===== config.mk =====
export PLATFORM = sky130hd
export DESIGN_NAME = xos_div
export DESIGN_NICKNAME = d
export VERILOG_FILES = /design/src/rtl/xos_div.sv
export SDC_FILE = /design/constraint.sdc
export NUM_CORES = 1
export LEC_CHECK = 0
export ABC_AREA = 1
export BUFFER_PORTS_ARGS = -buffer_cell sky130_fd_sc_hd__buf_2
export CORE_UTILIZATION = 59
export DETAILED_ROUTE_END_ITERATION = 10
export PLACE_DENSITY = 0.81
export SYNTH_ARGS = -nofsm -noshare
export SYNTH_HDL_FRONTEND = slang
export SYNTH_SLANG_ARGS = --single-unit

===== constraint.sdc =====
create_clock -name clk_i -period 3.5 [get_ports clk_i]
set_input_delay 0.525 -clock clk_i [delete_from_list [all_inputs] [get_ports clk_i]]
set_output_delay 0.525 -clock clk_i [all_outputs]
set_load 0.02 [all_outputs]

===== src/rtl/xos_div.sv =====
// Restoring remainder unit: one quotient bit per cycle.
module xos_div (
  input  logic        clk_i,
  input  logic        rst_ni,
  input  logic        start_i,
  input  logic [63:0] num_i,
  input  logic [63:0] den_i,
  output logic        done_o,
  output logic [63:0] rem_o
);

  logic [63:0] num_q, den_q, rem_q;
  logic [6:0]  cnt_q;
  logic        busy_q, done_q;
  logic [64:0] trial;
  logic [64:0] diff;

  always_comb begin
    trial = {rem_q, num_q[63]};
    diff  = trial - {1'b0, den_q};
  end

  always_ff @(posedge clk_i or negedge rst_ni) begin
    if (!rst_ni) begin
      busy_q <= 1'b0;
      done_q <= 1'b0;
      cnt_q  <= '0;
    end else begin
      done_q <= 1'b0;
      if (start_i) begin
        busy_q <= 1'b1;
        cnt_q  <= '0;
      end else if (busy_q) begin
        cnt_q <= cnt_q + 7'd1;
        if (cnt_q == 7'd63) begin
          busy_q <= 1'b0;
          done_q <= 1'b1;
        end
      end
    end
  end

  always_ff @(posedge clk_i) begin
    if (start_i) begin
      num_q <= num_i;
      den_q <= den_i;
      rem_q <= '0;
    end else if (busy_q) begin
      num_q <= {num_q[62:0], 1'b0};
      rem_q <= diff[64] ? trial[63:0] : diff[63:0];
    end
  end

  assign done_o = done_q;
  assign rem_o  = rem_q;

endmodule


Yosys cells after proc, flatten, opt, wreduce, memory -nomap -nowiden:

Index checks and enable logic that the tools add are counted.

* divide/modulo/power cells: 0
* bitwise operators: 0
* shift operators: 0
* muxes and demuxes: 11
* add/sub/neg operators: 2
* magnitude comparators: 0
* multiply operators: 0
* reduce and logical (&&, ||, !) cells: 1
* equality and inequality tests: 1

Operators by type and width (count)
* 2-to-1 mux 64 bit: 3
* subtractor 65 x 64 -> 65 bit: 1
* 2-to-1 mux 7 bit: 2
* adder 7 x 1 -> 7 bit (second input constant): 1
* == test 7 x 6 -> 1 bit (second input constant): 1
* 2-to-1 mux 1 bit: 6
* nonzero test 2 bit: 1

* logic and storage cells: 21
* register bits after elaboration: 201
* ROM bits: 0
* memory bits (writable): 0
* latch bits: 0
* memories kept: 0
* bits of input ports: 131

Depth between registers and ports, before layout:

* depth in word-level cells: 4
* mapped depth: 21

Least setup slack after synthesis:

Ideal clock, no wire load.

* kind: input-to-reg
* start: in start_i
* end: reg num_q[0] (enable)
* data arrival time: 2.487 ns
* buffers on the path: 3
* stages: 5
* library setup time: 0.418 ns
* required time: 3.082 ns
* slack: 0.595 ns
* cells stage by stage: clkbuf_1 -> nor2_1 -> clkbuf_1 -> clkbuf_1 -> inv_1

* cells in the longest elaborated chain, start to end: 1

Ends and longest elaborated chain
* start, declared: line 5 `input logic start_i,`
* nonzero test 2 bit (no source line)
* end signal, assigned: line 45 `num_q <= num_i;`
* end signal, assigned: line 49 `num_q <= {num_q[62:0], 1'b0};`
* end, declared: line 12 `logic [63:0] num_q, den_q, rem_q;`

Every way passes these cells.
A chain may end at the register's enable or synchronous reset.

Final worst setup path:

* start: reg den_q[0]
* end: reg rem_q[35], in the netlist rem_o[35]

* cells in the longest elaborated chain, start to end: 2

Ends and longest elaborated chain
* start, declared: line 12
* start signal, assigned: line 46 `den_q <= den_i;`
* subtractor 65 x 64 -> 65 bit: line 20 `diff = trial - {1'b0, den_q};`
* 2-to-1 mux 64 bit: line 50 `rem_q <= diff[64] ? trial[63:0] : diff[63:0];`
* end signal, assigned: line 50
* end, declared: line 12

Every way passes these cells.

==> flow_metrics.py <==
metrics = {
    "pwr": {
        "power_leakage_nw": 9.86,
        "ir_worst_vdd_uv": 490,
        "power_density_nw_per_um2": 345,
    },
    "sta": {
        "fmax_mhz": 320,
        "hold_viol_final": 0,
        "rsz0062_at_grt": "no",
        "min_period_ps": 3120,
        "worst_slew_pin_slew_ps": 879,
        "period_share_pct": 89.3,
        "relSlewSlack_pct": 41.2,
        "fin_skew_ps": 26.3,
        "drv_slew": 0,
        "setup_tns_ps": 0,
        "setup_viol": 0,
    },
    "finish": {
        "nNetsFinal": 2685,
        "multi_input_area_um2": 6990,
        "area_growth_pct": 13.6,
        "seq_area_um2": 5350,
        "final_layout_size_suffix_gt1_share_pct": 10.6,
        "fill_cells": 2168,
        "post-route-util_pct": 68.0,
    },
    "worst_hold_path": {
        "hp-class": "in2reg",
    },
    "global_route": {
        "grt_pass1_wl_mm": 66.0,
        "overflow": 0,
        "grt_usage_pct": 32.8,
        "grt_max_degree": 78,
        "antenna_found_initial": 1,
        "grt_pass1_vias": 13200,
    },
    "yosys": {
        "netlist_area_um2": 14500,
        "syn_area_per_cell_um2": 6.30,
        "synth_edf_count": 128,
        "synth.ff_latch_count": 201,
        "synth-simple-area-share_pct": 38.2,
        "ys_types": 36,
        "synthCells": 2304,
        "synth_compound_area_share_pct": 2.31,
        "synth-xor-area-share_pct": 1.87,
        "yosys-mux-area-fraction_pct": 0,
        "synthAdderAreaFrac_pct": 5.74,
        "async_flop_share_pct": 4.48,
        "ys_warn_count": 0,
        "postSynthNetCount": 2501,
        "synthFlopType": "edfxtp_1",
        "ys_seq_area_share_pct": 36.9,
        "synth_top_family_by_area": "simple AND/OR/NAND/NOR gates",
    },
    "place": {
        "gp_congestion": 0.985,
        "dpl.hpwl_mm": 32.8,
        "port_buffers": 195,
    },
    "clocking": {
        "root_buffer": "clkbuf_16",
        "cts_max_path_buffers": 3,
        "cts.sinks": 201,
        "cts.reportedPaths.clkPinSlew_ps": 70,
        "h-tree-depth": 1,
        "clk_latency_ps": 550,
        "postCtsSetupBuffers": 0,
        "cts_tree": "yes",
        "cts.repair.resized": 0,
        "cts-buffers-inserted": 22,
    },
    "worst_setup_path": {
        "setup.worst_path.class": "reg2reg",
        "cp.arrival_ps": 3550,
        "crit_path_end_kind": "flip-flop",
        "cp_max_fo": 64,
        "start_kind": "flip-flop",
        "cp_data_required_time_ps": 3930,
    },
    "routing": {
        "drc": 0,
        "drt-initial-drc-count": 1158,
        "ant_nets": 0,
        "first_pass_iters": 6,
        "vias": 14000,
        "wl_per_cell_um": 14.7,
        "wirelength_mm": 41.6,
        "vias_per_cell": 4.96,
    },
    "floorplanning": {
        "coreArea_um2": 24200,
        "num_io_pins": 196,
        "dieWidth_um": 159,
        "rows": 57,
        "start_util_pct": 59.8,
        "die_y_um": 159,
        "die_area_um2": 25200,
    },
    "flow_run": {
        "drv_cap": 0,
    },
    "status": {
        "status": "finished, final reports clean",
    },
}
## critical path, cell delays in order (launching register included)
cell and delay (ps):
edfxtp_1 370, ha_1 220, fa_1 410, inv_1 110, nand2_1 50, nand2_1 60
nand3_1 70, nand2_2 110, nand2_1 70, nand2_2 100, nand2_2 60, nand2_2 100
nand2_4 80, nand2_4 80, nand2_1 80, nand2_4 560, nand2_1 190, nand3_1 170
nand2_1 50
## metal layers
layer	routed length, µm	part of all wire [%]	vias up	GRT usage (%)
li1	-	-	7205	-
met1	18400	44	6249	43.1
met2	19000	46	490	54.4
met3	2750	6.6	75	5.80
met4	1380	3.3	0	10.8
met5	0	0	-	0
## registers in the layout, indices dropped and copies added (netlist names)
register	count
rem_o	64
den_q	64
num_q	64
cnt_q	7
done_o	1
busy_q	1
## cell type report
| type | count | area share (%) |
|---|---|---|
| Antenna cell | 1 | 0.0152 |
| Clock buffer | 29 | 3.68 |
| Clock inverter | 11 | 0.804 |
| Inverter | 520 | 11.8 |
| Multi-Input combinational cell | 1541 | 42.4 |
| Sequential cell | 201 | 32.5 |
| Tap cell | 324 | 2.46 |
| Timing Repair Buffer | 202 | 6.34 |
## path summary, 6_finish.rpt
kind | to | slack (ps) | start | cells past startpoint
min | den_q[11] | 150 | den_i[11] | 1
max in group asynchronous | cnt_q[1] | 2930 | rst_ni | 2
min in group asynchronous | cnt_q[0] | 370 | rst_ni | 2
min reg2reg | rem_o[37] | 480 | rem_o[37] | 2
max reg2reg | rem_o[35] | 380 | den_q[0] | 18
max | rem_o[35] | 380 | den_q[0] | 18
## cells in the final DEF (no fill, tap or decap), types with 2 or more instances in the layout
cell type  netlist  routed
nor3_1          16      16
xor2_1           6       6
buf_4            2       6
dfrtp_1          9       9
clkinv_1         0       5
a21oi_1         46      46
o21bai_1         2       2
xnor2_1         25      25
o21ai_1          3       3
ha_1            65      65
nor2_2           6       6
nor4_1           2       2
nand3_1        121     121
clkbuf_1        28       4
bufinv_16        0       2
dfxtp_1         64      64
nand3b_1         5       5
nor2_1         107     105
buf_2            3     194
nand2_4          5       5
and3_1           3       3
o21ai_0         10      10
nand2_1       1091    1091
clkbuf_16        0      22
edfxtp_1       128     128
nand4_1          9       9
clkbuf_8         0       3
nor2_4           3       5
nand2_2          9       9
inv_2            3       4
clkinv_2         0       2
inv_1          517     515
## metrics by stage
stage / hold WS [ps] / power, mW / cells / setup WS (ps) / cell area (µm²)
CTS: 136 / 5.71 / 2828 / 414 / 16500
global route: 132 / 5.88 / 2828 / 104 / 16500
finish: 145 / 5.69 / 2829 / 376 / 16500
detailed placement: 386 / 3.35 / 2787 / 489 / 15700
floorplan: 229 / 3.13 / 2304 / 595 / 14500
global placement: 381 / 3.33 / 2787 / 628 / 15700
## power by group
group / internal (mW) / leakage, nW / switching, mW
sequential: 2.67 / 1.96 / 0.0394
clock: 1.38 / 0.360 / 1.00
combinational: 0.216 / 7.53 / 0.389
total: 4.26 / 9.86 / 1.43
## logic make-up after synthesis
family / count (synthesis)
AO/OA/AOI/OAI: 64
flip-flops: 201
AND/OR/NAND/NOR: 1380
XOR/XNOR: 31
adder cells (fa/ha/maj): 66
buffers and inverters: 562
## what timing repair did
item / in CTS / in global routing
endpoints found under the setup margin: 0 / 0
endpoints found under the hold margin: 9 / 0
hold buffers: 1 / 0
## cells in the mapped netlist (6+ instances only)
cell type / number / area share, %
nand2_1: 1091 / 28
inv_1: 517 / 13
edfxtp_1: 128 / 26
nand3_1: 121 / 4.2
nor2_1: 107 / 2.8
ha_1: 65 / 5.6
dfxtp_1: 64 / 8.8
a21oi_1: 46 / 1.6
clkbuf_1: 28 / 0.72
xnor2_1: 25 / 1.5
nor3_1: 16 / 0.55
o21ai_0: 10 / 0.34
dfrtp_1: 9 / 1.6
nand2_2: 9 / 0.39
nand4_1: 9 / 0.39
buf_6: 8 / 0.62
nor2_2: 6 / 0.26
xor2_1: 6 / 0.36
Power figures use the tool's default switching activity.
